[src/hw/rtl/mpjs_ram.sv]
module mpjs_ram #(
   parameter int WIDTH = 8,
   parameter int DEPTH = 64
) (
   input  logic                     clock,
   input  logic                     we,
   input  logic [$clog2(DEPTH)-1:0] addr,
   input  logic [WIDTH-1:0]         wdata,
   output logic [WIDTH-1:0]         rdata
);

   logic [WIDTH-1:0] mem_ff [DEPTH];
   logic [WIDTH-1:0] rdata_ff;

   // Single port, registered read.
   always_ff @(posedge clock) begin
      if (we) begin
         mem_ff[addr] <= wdata;
      end
      rdata_ff <= mem_ff[addr];
   end

   assign rdata = rdata_ff;

endmodule

[config.mk]
export PLATFORM = sky130hd
export DESIGN_NAME = mpjs_ram
export DESIGN_NICKNAME = d
export VERILOG_FILES = /design/src/hw/rtl/mpjs_ram.sv
export SDC_FILE = /design/constraint.sdc
export NUM_CORES = 1
export LEC_CHECK = 0
export BUFFER_PORTS_ARGS = -buffer_cell sky130_fd_sc_hd__buf_2
export CAP_MARGIN = 20
export CORE_UTILIZATION = 50
export DETAILED_ROUTE_END_ITERATION = 6
export PLACE_DENSITY = 0.66
export SLEW_MARGIN = 20
export SYNTH_ARGS = -nofsm -noshare
export SYNTH_HDL_FRONTEND = slang
export SYNTH_SLANG_ARGS = --single-unit
[constraint.sdc]
create_clock -name clock -period 3.2 [get_ports clock]
set_clock_uncertainty 0.05 [all_clocks]
set_input_delay 0.8 -clock clock [delete_from_list [all_inputs] [get_ports clock]]
set_output_delay 0.8 -clock clock [all_outputs]
set_load 0.02 [all_outputs]
## Yosys cells after proc, flatten, opt, wreduce, memory -nomap -nowiden

Memory sizes are Yosys's and may differ from the RTL's. A register that Yosys moved wholly into a read port is not among the register bits.
Index checks and enable logic that the tools add are counted.
Widths: inputs -> output; s select.

- Bits in registers: 0
- Memory bits (writable): 512
- Input port bits: 16
- Output and inout bits: 8
- Logic and storage cells: 3
- Memories kept: 1

Memory list:

| name | depth | bits a word | rd ports | clocked after memory_dff | write ports | RTL line | source |
|---|---|---|---|---|---|---|---|
| mem_ff | 64 | 8 | 1 | 1 | 1 | 12 | `logic [WIDTH-1:0] mem_ff [DEPTH];` |

- Mux-type cells: 2

Operators with widths:

| operator | count |
|---|---|
| $mux 1 | 2 |

## Depth between registers and ports, before layout

Gate-level depths: netlist (run 1).

- Word-level depth: 2
- Depth in mapped cells: 10
- Gate-level depth less buffers: 5

## Worst setup path before layout (run 1)

OpenSTA, ideal clock, no wires.

- Path type: input to register
- Start point: input addr[1]
- End point: memory mem_ff[13][0], enable pin
- Arrival time: 2528 ps
- Data required time: 2780 ps
- Slack: 251 ps
- Cell stages on the path: 7
- Cells stage by stage: buf_6 -> buf_6 -> nor2b_1 -> clkbuf_1 -> clkbuf_1 -> nand3_1 -> nor2_1

RTL lines:

| what | RTL line | source |
|---|---|---|
| from (decl) | 7 | `input logic [$clog2(DEPTH)-1:0] addr,` |
| to (decl) | 12 |  |

No word-level cell before the write port.

==> flow_summary.toml, run 1 <==
[outcome]
outcome = "completed"

[final_layout]
fin_util = 0.595
fillers = 2982
diodes = 0
area_delta_synth_final_pct = 16.3
stdcell_count = 1893
drive_gt1_frac = 0.230
fin_nets = 1344
regArea_sq_mm = 0.0155
multi_input_area_sq_mm = 0.00451

[clock_network]
h-tree-depth = 2
cts_resized = 0
numCtsBuffers = 52
cts_tree = "yes"
cts_sinks = 520
clockBufferDepth = 3
clkTransAtPathRegs_ps = 60
postCtsHoldBufs = 0
root_buffer = "clkbuf_16"
worstSkewPairLatency_ps = 580
post_cts_buffers = 0

[flow_run]
cap_violations = 0

[grt]
grt_pass1_vias = 11700
overflow = 0
grt_pass1_wl_microns = 77100
grt_max_degree = 65
track_usage = 0.258
antenna_found_initial = 1

[synthesis]
syn_avg_cell_area_sq_um = 17.5
ys_seq_elements = 520
netlist_area_sq_mm = 0.0204
synthDistinctLibCells = 56
async_reset_ff_frac = 0
synth_largest_area_cell = "edfxtp_1"
ys.flop_type = "edfxtp_1"
synth_area_leaders = "edfxtp_1, mux4_2, mux2i_1"
synth_most_common_cell = "edfxtp_1"
yosys_warnings = 0
ys_seq_area_frac = 0.760
ys_top_cells_by_count = "edfxtp_1, nor2_1, mux2i_1"
synth_edf_count = 512
synth_cells = 1171
syn_nets = 1187
yosys.area.top_type_share = 0.752

[timing]
fmax_mhz = 362
setup_viol = 0
min_period_over_period = 0.863
slew_viol_final = 0
slew_headroom = 0.236
hold_viol = 0
rsz0062_at_grt = "no"
worst_pin_slew_ps = 1140
fin_crit_ps = 2760

[worst_setup_path]
cp.arrival_ps = 3160
startpoint = "addr[2]"
crit_path_cell_trace = "buf_6 -> buf_12 -> mux2i_1 -> a211oi_1 -> o31ai_1 -> o221ai_1 -> or4_1"
cp_num_buf_inv = 2
worstSetupPathType = "in2reg"
cp_top_family = "compound AO/OA/AOI/OAI gates"
slowest_delay_ps = 580
timing.rr.start = "mem_ff[6][7]"
start_kind = "input port"
end_kind = "flop"
slowest_stage = "o31ai_1"
reg2reg_setup_slack_ps = 970
cp_max_fo = 42
cp.required_ps = 3600

[power_and_ir_drop]
p_per_area_mw_per_mm2 = 595
peakVddDrop_mv = 0.405
leakage_nw = 7.95

[placement]
gp_congestion = 0.908
io_buffers = 23
dp.cells = 1799
dp_hpwl_microns = 34200

[detailed_routing]
finalWirelength_microns = 52200
drt-vias-per-instance = 6.27
ant_nets = 0
dr.pass1.iters = 5
wl_per_cell_microns = 27.6
vias = 11900
drc = 0
drtIter0Drc = 1522

[die]
io_pins = 24
dieHeight_microns = 204
die_x_microns = 204
row_count = 73
start_util = 0.511
dieArea_sq_mm = 0.0417
design.core.area_sq_mm = 0.0400

[hold_path]
worstHoldStart = "mem_ff[3][0]"
hold_class = "reg2reg"
==> cell usage in the layout, fill, tap and decap left out, types with 21 or more instances in the layout <==
cell	Yosys	routed
edfxtp_1	512	512
buf_4	4	152
nor2_1	82	81
mux2i_1	63	63
clkbuf_16	0	53
nand2_1	45	45
mux4_2	41	41
a22oi_1	40	40
a21oi_1	28	28
nand2b_1	24	24
o22ai_1	22	22
a221oi_1	21	21
==> final cells by class <==
cell class,count,area share
Clock buffer,60,0.0569
Clock inverter,34,0.0104
Sequential cell,520,0.653
Inverter,3,0.000473
Tap cell,525,0.0276
Timing Repair Buffer,184,0.0619
Multi-Input combinational cell,567,0.190
==> sequential cells by signal (all words and copies together), names as in the netlist <==
| register | cells |
|---|---|
| mem_ff | 512 |
| rdata | 8 |
==> power breakdown <==
group | internal, W | leakage [nW] | switching (W) | total (W)
clock network | 0.00326 | 0.781 | 0.00249 | 0.00575
logic | 0.000300 | 2.50 | 0.000542 | 0.000843
registers | 0.00754 | 4.67 | 0.0000219 | 0.00756
total | 0.0111 | 7.95 | 0.00305 | 0.0142
==> final timing paths <==
check	to	cells after the start
max	rdata[6]	7
min	rdata[0]	3
max reg2reg	rdata[7]	5
min reg2reg	rdata[0]	3
==> metal layers <==
metal	global-route usage	vias up	wire length, microns
li1	-	5071	-
met2	0.401	605	24500
met5	0	-	0
met4	0.0928	0	1600
met1	0.359	6094	21000
met3	0.0579	106	5080
==> worst min-delay path: cells and delay by family (launching register included) <==
family / cells / cell delay, ps
AO/OA/AOI/OAI: 2 / 220
flip-flops: 1 / 320
AND/OR/NAND/NOR: 1 / 150
==> per-stage QoR <==
step	hold WS [ps]	area (sq um)	setup TNS [ps]	total power [W]	setup slack, ps
5_1_grt	715	23800	0	0.0145	361
3_3_place_gp	666	22200	-202	0.00853	-125
2_1_floorplan	513	20400	0	0.00813	251
3_5_place_dp	668	22200	-194	0.00854	-122
6_report	681	23800	0	0.0142	437
4_1_cts	681	23800	0	0.0142	476
==> cells by family (layout without fill, tap and decap cells) <==
| kind of cell | after synthesis | in the layout | share of synthesized area |
|---|---|---|---|
| flops | 520 | 520 | 0.760 |
| buf+inv | 84 | 281 | 0.0198 |
| simple gates | 229 | 229 | 0.0571 |
| mux | 116 | 116 | 0.0826 |
| compound gates | 222 | 222 | 0.0808 |
Power figures use the tool's default switching activity.
==> run 2: changes to the inputs <==
CORE_UTILIZATION = 63   (was 50)
PLACE_DENSITY = 0.8   (was 0.66)
==> run 2 against run 1 <==
Net effect:
- first-iteration DRC count increased by 26%
- fmax decreased by 5.3%
- die area decreased by 20%
- register-to-register slack got worse by 130 ps
==> flow_summary.toml, run 2 (synthesized netlist as in run 1, its figures left out) <==
[worst_setup_path]
cp.required_ps = 3570
cp_max_fo = 16
start_kind = "input port"
end_kind = "flop"
cp.arrival_ps = 3290
worstSetupPathType = "in2reg"

[grt]
grt_pass1_vias = 12100
grt_pass1_wl_microns = 76900
overflow = 0
antenna_found_initial = 2
track_usage = 0.320
grt_max_degree = 65

[placement]
dp.cells = 1668
dpl_cell_area_sq_mm = 0.0220
gp_congestion = 0.909
io_buffers = 23
dp_hpwl_microns = 32100

[final_layout]
fin_nets = 1333
stdcell_count = 1759
final_common_cell = "edfxtp_1"
mostFrequentLayoutCells = "edfxtp_1, buf_4, nor2_1"
finalInstanceArea_sq_mm = 0.0236
area_delta_synth_final_pct = 15.4
largest_reg_flops = 512
largest_register = "mem_ff"
drive_gt1_frac = 0.224

[power_and_ir_drop]
leakage_nw = 7.92
peakVddDrop_mv = 0.392
p_per_area_mw_per_mm2 = 598

[clock_network]
clkTransAtPathRegs_ps = 60
worstSkewPairLatency_ps = 570
h-tree-depth = 2
postCtsHoldBufs = 0
clockBufferDepth = 3
root_buffer = "clkbuf_16"
post_cts_buffers = 0
cts_sinks = 520
cts_resized = 0
cts_tree = "yes"
numCtsBuffers = 49

[timing]
worst_pin_slew_ps = 911
min_period_over_period = 0.911
slew_viol_final = 0
setup_viol = 0
hold_slack_ps = 646
fin_crit_ps = 2920
rsz0062_at_grt = "no"
hold_viol = 0
slew_headroom = 0.390
setup_tns_ps = 0
fmax_mhz = 343

[die]
dieHeight_microns = 182
die_x_microns = 182
start_util = 0.645
dieArea_sq_mm = 0.0332
io_pins = 24
row_count = 65
design.core.area_sq_mm = 0.0317

[detailed_routing]
finalWirelength_microns = 51800
drt-vias-per-instance = 6.96
drc = 0
drtIter0Drc = 1911
dr.pass1.iters = 5
vias = 12200
wl_per_cell_microns = 29.4
ant_nets = 0

[outcome]
outcome = "completed"

[flow_run]
cap_violations = 0

[hold_path]
hold_class = "reg2reg"
-- run 2: cell types whose count changed in the layout (fill, tap and decap cells not counted), sizes merged --
cell / delta
buf: -8
clkbuf: +4
clkinv: -6
clkinvlp: -2
diode: +2
inv: -1
-- run 2: cell type report --
class,count,area [sq um]
clock inverters,25,198
repair buffers,176,1460
clock buffers,64,1380
inverters,3,11.3
multi-input cells,567,4510
flip-flops and latches,520,15500
diodes,2,5.00
well taps,402,503
fillers,1744,8120
-- run 2: worst paths after layout --
| kind | startpoint | to | slack [ps] | cells past startpoint |
|---|---|---|---|---|
| worst max register to register | mem_ff[6][7] | rdata[7] | 840 | 5 |
| worst min-delay path | mem_ff[43][6] | rdata[6] | 650 | 3 |
| worst max-delay path | addr[1] | rdata[5] | 280 | 8 |
| worst min register to register | mem_ff[43][6] | rdata[6] | 650 | 3 |
-- run 2: power breakdown --
| part | internal, W | leakage, nW | total, W | switching, W |
|---|---|---|---|---|
| Clock | 0.00326 | 0.774 | 0.00569 | 0.00243 |
| Combinational | 0.000303 | 2.47 | 0.000858 | 0.000555 |
| Sequential | 0.00754 | 4.67 | 0.00756 | 0.0000244 |
-- run 2: layer usage --
layer  global-route usage  routed length [microns]  vias up
met1                0.441                    18900     6118
met5                    0                        0        -
met3               0.0663                     6180      145
li1                     -                        -     5047
met2                0.513                    24800      934
met4                0.119                     1890        0
-- run 2: metrics by stage --
| step | util | setup slack [ps] | power (W) |
|---|---|---|---|
| finish | 0.744 | 283 | 0.0141 |
| global placement | 0.694 | -71.5 | 0.00851 |
| detailed placement | 0.694 | -187 | 0.00853 |
| CTS | 0.744 | 402 | 0.0141 |
| floorplan | - | 251 | 0.00813 |
| global route | 0.744 | 310 | 0.0144 |
-- run 2: critical path: stages --
cell      delay, ps
buf_4           300
buf_12          210
buf_4           220
mux2i_1         240
o22ai_1         150
a221oi_1        590
o22ai_1         210
or4b_1          550
