--- config.mk ---
export PLATFORM = sky130hd
export DESIGN_NAME = mpjs_cell
export DESIGN_NICKNAME = d
export VERILOG_FILES = /design/src/hw/rtl/mpjs_pkg.sv /design/src/hw/rtl/mpjs_cell.sv
export SDC_FILE = /design/constraint.sdc
export NUM_CORES = 1
export LEC_CHECK = 0
export BUFFER_PORTS_ARGS = -buffer_cell sky130_fd_sc_hd__buf_2
export CAP_MARGIN = 5
export CORE_AREA = 2 2 186 188
export DETAILED_ROUTE_END_ITERATION = 16
export DIE_AREA = 0 0 188 190
export PLACE_DENSITY = 0.62
export SYNTH_ARGS = -nofsm -noshare
export SYNTH_HDL_FRONTEND = slang
export SYNTH_SLANG_ARGS = --single-unit
export TNS_END_PERCENT = 20
--- constraint.sdc ---
create_clock -name clock -period 12.2 [get_ports clock]
set_input_delay 2.44 -clock clock [delete_from_list [all_inputs] [get_ports clock]]
set_output_delay 2.44 -clock clock [all_outputs]
set_load 0.02 [all_outputs]
--- src/hw/rtl/mpjs_pkg.sv ---
package mpjs_pkg;

   // Sizes of the job table and of the stored fields.
   localparam int SLOTS     = 64;
   localparam int ID_BITS   = $clog2(SLOTS);
   localparam int LEN_BITS  = $clog2(SLOTS) + 1;
   localparam int TIME_BITS = 32;
   localparam int PRIO_BITS = 16;
   localparam int SUM_BITS  = 48;
   localparam int CNT_BITS  = 32;

   // Scheduling policies.
   localparam logic [2:0] POL_FCFS  = 3'd0;
   localparam logic [2:0] POL_PRI   = 3'd1;
   localparam logic [2:0] POL_PPRI  = 3'd2;
   localparam logic [2:0] POL_PSRTF = 3'd3;
   localparam logic [2:0] POL_RR    = 3'd4;
   localparam logic [2:0] POL_SJF   = 3'd5;

   // Request actions.
   localparam logic [1:0] ACT_NEW    = 2'd0;
   localparam logic [1:0] ACT_QUANT  = 2'd1;
   localparam logic [1:0] ACT_FINISH = 2'd2;

   // Operations broadcast to the queue cells.
   localparam logic [1:0] CELL_HOLD   = 2'd0;
   localparam logic [1:0] CELL_UPDATE = 2'd1;
   localparam logic [1:0] CELL_INSERT = 2'd2;
   localparam logic [1:0] CELL_POP    = 2'd3;

   // One queue entry with copies of its sort keys.
   typedef struct packed {
      logic [ID_BITS-1:0]   id;
      logic [TIME_BITS-1:0] arr;
      logic [TIME_BITS-1:0] len;
      logic [TIME_BITS-1:0] rem;
      logic [PRIO_BITS-1:0] prio;
   } entry_type;

   // Control broadcast from the sequencer to every cell.
   typedef struct packed {
      logic [1:0] op;
      logic [2:0] policy;
      entry_type  ent;
   } cell_ctrl_type;

   // Per-slot job record held in the record memory.
   typedef struct packed {
      logic [TIME_BITS-1:0] arr;
      logic [TIME_BITS-1:0] len;
      logic [TIME_BITS-1:0] rem;
      logic [PRIO_BITS-1:0] prio;
      logic [TIME_BITS-1:0] fs;
      logic                 started;
      logic [TIME_BITS-1:0] ss;
      logic                 so;
   } rec_type;

   // Difference that floors at zero.
   function automatic logic [TIME_BITS-1:0] sub_floor(input logic [TIME_BITS-1:0] a,
                                                     input logic [TIME_BITS-1:0] b);
      return (a >= b) ? (a - b) : '0;
   endfunction

   // Running sum that sticks at its largest value.
   function automatic logic [SUM_BITS-1:0] add_sat(input logic [SUM_BITS-1:0] s,
                                                   input logic [TIME_BITS-1:0] v);
      logic [SUM_BITS:0] r;
      r = {1'b0, s} + {{(SUM_BITS + 1 - TIME_BITS){1'b0}}, v};
      return r[SUM_BITS] ? '1 : r[SUM_BITS-1:0];
   endfunction

   // True if entry x must be served strictly before entry y.
   function automatic logic precedes(input logic [2:0] pol, input entry_type x,
                                     input entry_type y);
      logic [TIME_BITS-1:0] kx;
      logic [TIME_BITS-1:0] ky;
      logic                 res;
      kx  = '0;
      ky  = '0;
      res = 1'b0;
      unique case (pol)
         POL_RR: begin
            res = 1'b0;
         end
         POL_PRI, POL_PPRI: begin
            kx  = {{(TIME_BITS-PRIO_BITS){1'b0}}, x.prio};
            ky  = {{(TIME_BITS-PRIO_BITS){1'b0}}, y.prio};
            res = (kx != ky) ? (kx < ky) : (x.arr < y.arr);
         end
         POL_PSRTF: begin
            res = (x.rem != y.rem) ? (x.rem < y.rem) : (x.arr < y.arr);
         end
         POL_SJF: begin
            res = (x.len != y.len) ? (x.len < y.len) : (x.arr < y.arr);
         end
         default: begin
            res = x.arr < y.arr;
         end
      endcase
      return res;
   endfunction

endpackage

--- src/hw/rtl/mpjs_cell.sv ---
module mpjs_cell (
   input  logic                   clock,
   input  logic                   reset,
   input  mpjs_pkg::cell_ctrl_type ctrl,
   input  mpjs_pkg::entry_type    left_ent,
   input  logic                   left_valid,
   input  mpjs_pkg::entry_type    right_ent,
   input  logic                   right_valid,
   input  logic                   take_left,
   input  logic                   hit,
   output mpjs_pkg::entry_type    ent,
   output logic                   valid,
   output logic                   prec
);

   mpjs_pkg::entry_type ent_ff;
   logic                valid_ff;

   // Flags that the new entry precedes this one or that this cell is free; the first flagged cell takes it.
   assign prec  = !valid_ff || mpjs_pkg::precedes(ctrl.policy, ctrl.ent, ent_ff);
   assign ent   = ent_ff;
   assign valid = valid_ff;

   // Shift, insert, pop or refresh the keys of a rewritten slot.
   always_ff @(posedge clock) begin
      if (reset) begin
         valid_ff <= 1'b0;
      end else begin
         unique case (ctrl.op)
            mpjs_pkg::CELL_UPDATE: begin
               if (valid_ff && ent_ff.id == ctrl.ent.id) begin
                  ent_ff <= ctrl.ent;
               end
            end
            mpjs_pkg::CELL_INSERT: begin
               if (take_left) begin
                  ent_ff   <= left_ent;
                  valid_ff <= left_valid;
               end else if (hit) begin
                  ent_ff   <= ctrl.ent;
                  valid_ff <= 1'b1;
               end
            end
            mpjs_pkg::CELL_POP: begin
               ent_ff   <= right_ent;
               valid_ff <= right_valid;
            end
            default: begin
               ent_ff <= ent_ff;
            end
         endcase
      end
   end

endmodule

== Word-level counts from Yosys, hierarchy flattened ==
Cells that the tools add are included.
Widths: inputs -> output; s select.

* Logic and storage cells: 44
* Input bits: 365
* Output and inout bits: 120
* Register bits: 119

* Multiplexer cells: 11
* $lt $le $gt $ge: 4
* Eq/ne operators: 14
* Bitwise gates (word level): 1
* Reductions and logical operators: 8

{| class="wikitable"
|+ Operators by type and width
! cell !! number
|-
| $mux 118 || 3
|-
| $pmux 118 s3 || 1
|-
| $lt 32x32->1 || 3
|-
| $ne 32x32->1 || 2
|-
| $lt 16x16->1 || 1
|-
| $ne 16x16->1 || 1
|-
| $eq 3x2->1 const B || 2
|-
| $eq 3x3->1 const B || 2
|-
| $eq 6x6->1 || 1
|-
| $mux 1 || 5
|-
| $eq 2x2->1 const B || 2
|-
| $pmux 1 s4 || 1
|-
| $reduce_and 4->1 || 1
|-
| $eq 3x1->1 const B || 1
|-
| $ne 3x3->1 const B || 1
|-
| $reduce_bool 3->1 || 1
|-
| $eq 2x1->1 const B || 1
|-
| $ne 2x2->1 const B || 1
|-
| $pmux 1 s2 || 1
|-
| $reduce_and 2->1 || 1
|-
| $reduce_bool 2->1 || 1
|-
| $reduce_or 2->1 || 1
|-
| $logic_and 1x1->1 || 1
|-
| $logic_not 1->1 || 1
|-
| other kinds (2) || 2
|}

== Logic depth before layout (Yosys ltp) ==
* Word-level depth: 4
* Depth in mapped cells: 9
* Gate-level depth less buffers: 9

== Worst setup path after synthesis ==
OpenSTA, ideal clock, no wires.

* Path type: input to register
* Start: input ctrl[121] in the netlist's numbering
* End: register ent_ff (netlist bit ent[0]) (enable)
* Buffers on the path: 3
* Arrival time: 9002 ps
* Slack: 2563 ps
* Data required time: 11565 ps
* Stages: 5
* Library setup time: 635 ps
* Cell sequence: clkbuf_1 > clkbuf_1 > clkbuf_1 > o31ai_1 > a21oi_1

* Cells in the longest elaborated chain, start to end: 3
* Elaborated cells between the ends (all ways): 7
* Classes of those cells: 5 x eq/ne; 2 x reduce/logical

{| class="wikitable"
|+ RTL lines
! what !! RTL line !! text
|-
| from (decl) || mpjs_cell.sv:4 || <nowiki>input mpjs_pkg::cell_ctrl_type ctrl,</nowiki>
|-
| $eq 2x2->1 or $eq 2x1->1 (tied branches) || mpjs_cell.sv:29 || <nowiki>unique case (ctrl.op)</nowiki>
|-
| $ne 3x3->1 (no line) (tied with other cells) || - ||
|-
| $reduce_and 4->1 (no line) (*) || - ||
|-
| to (signal assigned) || mpjs_cell.sv:32 || <nowiki>ent_ff <= ctrl.ent;</nowiki>
|-
| to (signal assigned) || mpjs_cell.sv:37 || <nowiki>ent_ff <= left_ent;</nowiki>
|-
| to (signal assigned) || mpjs_cell.sv:40 || <nowiki>ent_ff <= ctrl.ent;</nowiki>
|-
| to (decl) || mpjs_cell.sv:16 || <nowiki>mpjs_pkg::entry_type ent_ff;</nowiki>
|}

Every way passes the cells marked *; elsewhere a longest branch is shown, timed or not.
A chain may end at the register's enable or synchronous reset.

== Worst setup path in the final report ==
* Start: input ctrl[42] in the netlist's numbering
* End: output prec

* Cells in the longest elaborated chain, start to end: 4
* Elaborated cells between the ends (all ways): 5
* Classes of those cells: 1 x order compare; 1 x eq/ne; 2 x mux; 1 x reduce/logical

{| class="wikitable"
|+ RTL lines
! what !! RTL line !! text
|-
| $lt 32x32->1 or $ne 32x32->1 (tied branches) || mpjs_pkg.sv:92 || <nowiki>res = (x.rem != y.rem) ? (x.rem < y.rem) : (x.arr < y.arr);</nowiki>
|-
| $mux 1 (*) || mpjs_pkg.sv:92 ||
|-
| $pmux 1 s4 (*) || mpjs_pkg.sv:82 || <nowiki>unique case (pol)</nowiki>
|-
| $logic_or 1x1->1 (*) || mpjs_cell.sv:20 || <nowiki>assign prec = !valid_ff || mpjs_pkg::precedes(ctrl.policy, ctrl.ent, ent_ff);</nowiki>
|-
| to (decl) || mpjs_cell.sv:13 || <nowiki>output logic prec</nowiki>
|}

Marks and branches as above.

==> results.json <==
{
  "outcome": "finished, final reports clean",
  "endpoint_kind": "output port",
  "hold_class": "reg -> reg",
  "final_cells": 1753,
  "start_kind": "input pin",
  "grt_pass1_vias": 8601,
  "worst_pin_slew_ns": 1.23,
  "hold_path_depth": 4,
  "first_pass_iters": 6,
  "pin_count": 485,
  "arrival_ns": 5.14,
  "antenna_found_initial": 2,
  "dieArea_um2": 35700,
  "crit_family": "simple AND/OR/NAND/NOR gates",
  "syn-cell-area_um2": 8790,
  "die-height_um": 190,
  "place.gp.congestion": 0.818,
  "synth_edf_count": 118,
  "grt-ovfl-total": 0,
  "gr-usage-all-layers": 0.175,
  "power_frac_clock": 0.387,
  "p_per_area_nw_per_um2": 106,
  "switchingPower_mw": 0.367,
  "place_inst": 1720,
  "wl_per_cell_um": 18.5,
  "seqPwrFrac": 0.376,
  "place_area_um2": 11700,
  "swShare": 0.282,
  "reg2reg_setup_slack_ns": 8.61,
  "die_x_um": 188,
  "cts_root_buf": "clkbuf_16",
  "maxClockFrequency_ghz": 0.132,
  "netlist-cell-type-count": 42,
  "rr_worst_depth": 7,
  "postCtsHoldBufs": 0,
  "finalClockSkew_ns": 0.00824,
  "p_int_mw": 0.937,
  "final.fill_count": 3469,
  "ir_drop_uv": 88.7,
  "finalSetupTns_ns": 0,
  "route.detailed.drc": 0,
  "finalNetCount": 1760,
  "cp_num_cells": 10,
  "wl_um": 32400,
  "grt_start_max_net_pins": 67,
  "cts_resized": 0,
  "cts_setup_buffers": 0,
  "fin_crit_ns": 7.58,
  "core_area_um2": 33900,
  "hold_viol": 0,
  "slew_headroom": 0.181,
  "cp_common_cell": "buf_2",
  "place.port_buffers": 484,
  "drt_iter0_markers": 453,
  "critical_path_buf_inv_count": 2,
  "cp_cell_sequence": "buf_2, ha_1, nand4_1, or4_4, nor4_1, a21oi_1, nor3_1, o21ai_0, or4b_1, buf_2",
  "ant_nets": 0,
  "clk_latency_ns": 0.42,
  "start_util": 0.259,
  "grt_pass1_wl_um": 48300,
  "final_area_um2": 12300,
  "power.leakage_nw": 6.11,
  "drive_gt1_frac": 0.405,
  "layout_commonest_cell": "buf_2",
  "crit_type": "in -> out",
  "htreeDepth": 4,
  "pwr-share-comb": 0.237,
  "synth_warnings": 0,
  "slowest_stage": "nor4_1",
  "syn2layout_area_growth_pct": 39.4,
  "seq_area_um2": 3560,
  "syn_inst": 827,
  "multi_input_area_um2": 4630,
  "synthArstFlopShare": 0,
  "cts_made_buffers": 17,
  "syn-num-nets": 1303,
  "fin_crit_sh": 0.622,
  "slew_violations": 0,
  "cts_tree": "built",
  "grt_setup_unrepaired": "no",
  "ys_seq_area_frac": 0.405,
  "maxCapViolCount": 0,
  "layout_common_cells": "buf_2 (482), a22o_1 (235), edfxtp_1 (118), inv_1 (116), ha_1 (111)",
  "final-setup-viol-count": 0,
  "vias": 8668,
  "cp_max_fo": 3,
  "cts_sinks": 119,
  "rows": 68,
  "ys_seq_elements": 119,
  "ys.flop_type": "edfxtp_1",
  "max_stage_delay_ns": 0.53,
  "drt-vias-per-instance": 4.94,
  "hpwl_um": 26000,
  "cp.required_ns": 9.76,
  "clk_pin_slew_ns": 0.06,
  "syn_avg_cell_area_um2": 10.6,
  "cts_buffer_depth": 2
}
## cell families after synthesis
group / after synthesis / share of synthesized area
and+or+nand+nor: 88 / 0.0542
AOI/OAI and AO/OA: 334 / 0.305
xor gates and xnor gates: 6 / 0.00598
buffers and inverters: 169 / 0.0721
DFF: 119 / 0.405
adders and majority gates: 111 / 0.158
## power groups by stage
stage,registers [mW],logic (mW),clock network [mW]
2_1_floorplan,0.525,0.150,0
3_3_place_gp,0.498,0.305,0
3_5_place_dp,0.498,0.310,0
4_1_cts,0.490,0.312,0.519
5_1_grt,0.492,0.341,0.535
6_report,0.490,0.309,0.505
## final timing paths
path / from / to
worst max-delay path: ctrl[42] / prec
worst min-delay path: valid / valid
worst max register to register: ent[112] / ent[60]
worst min register to register: valid / valid
## synth_stat cells (7+ instances only)
library cell  count  area share
a22o_1          235        0.23
edfxtp_1        118        0.40
inv_1           116       0.050
ha_1            111        0.16
clkbuf_1         49       0.021
a21oi_1          39       0.022
nand4_1          25       0.018
nand2_1          22      0.0094
a21o_1           19       0.016
o21ai_0          13      0.0074
nor2_1            9      0.0038
nand3_1           7      0.0040
## flip-flops by register name, indices dropped and copies added, names as in the netlist
name,flops
ent,118
valid,1
## tightest hold or removal path: cells and delay by family (launching register included)
kind,cells,cell delay (ns)
DFF,1,0.36
AOI/OAI and AO/OA,3,0.36
and+or+nand+nor,1,0.05
## metal layers
metal / part of all wire / track usage / vias up
met5: 0 / 0 / -
met4: 0.021 / 0.0566 / 0
met3: 0.057 / 0.0325 / 31
met2: 0.50 / 0.316 / 357
met1: 0.42 / 0.210 / 4118
li1: - / - / 4162
## final cells by class
type	instances	share of cell area
clock inverters	9	0.00837
clock buffers	23	0.0390
flip-flops and latches	119	0.291
diodes	1	0.000204
repair buffers	491	0.202
inverters	116	0.0355
well taps	455	0.0464
multi-input cells	539	0.377
## metrics by stage
step | hold WS, ns | util | total power, mW | worst slack [ns]
detailed placement | 0.819 | 0.344 | 0.809 | 4.54
global route | 0.870 | 0.361 | 1.37 | 4.43
finish | 0.824 | 0.361 | 1.30 | 4.62
global placement | 0.831 | 0.344 | 0.802 | 4.61
floorplan | 0.809 | - | 0.674 | 2.56
CTS | 0.827 | 0.361 | 1.32 | 4.54
Note: power is estimated with default switching activity, not from simulation.
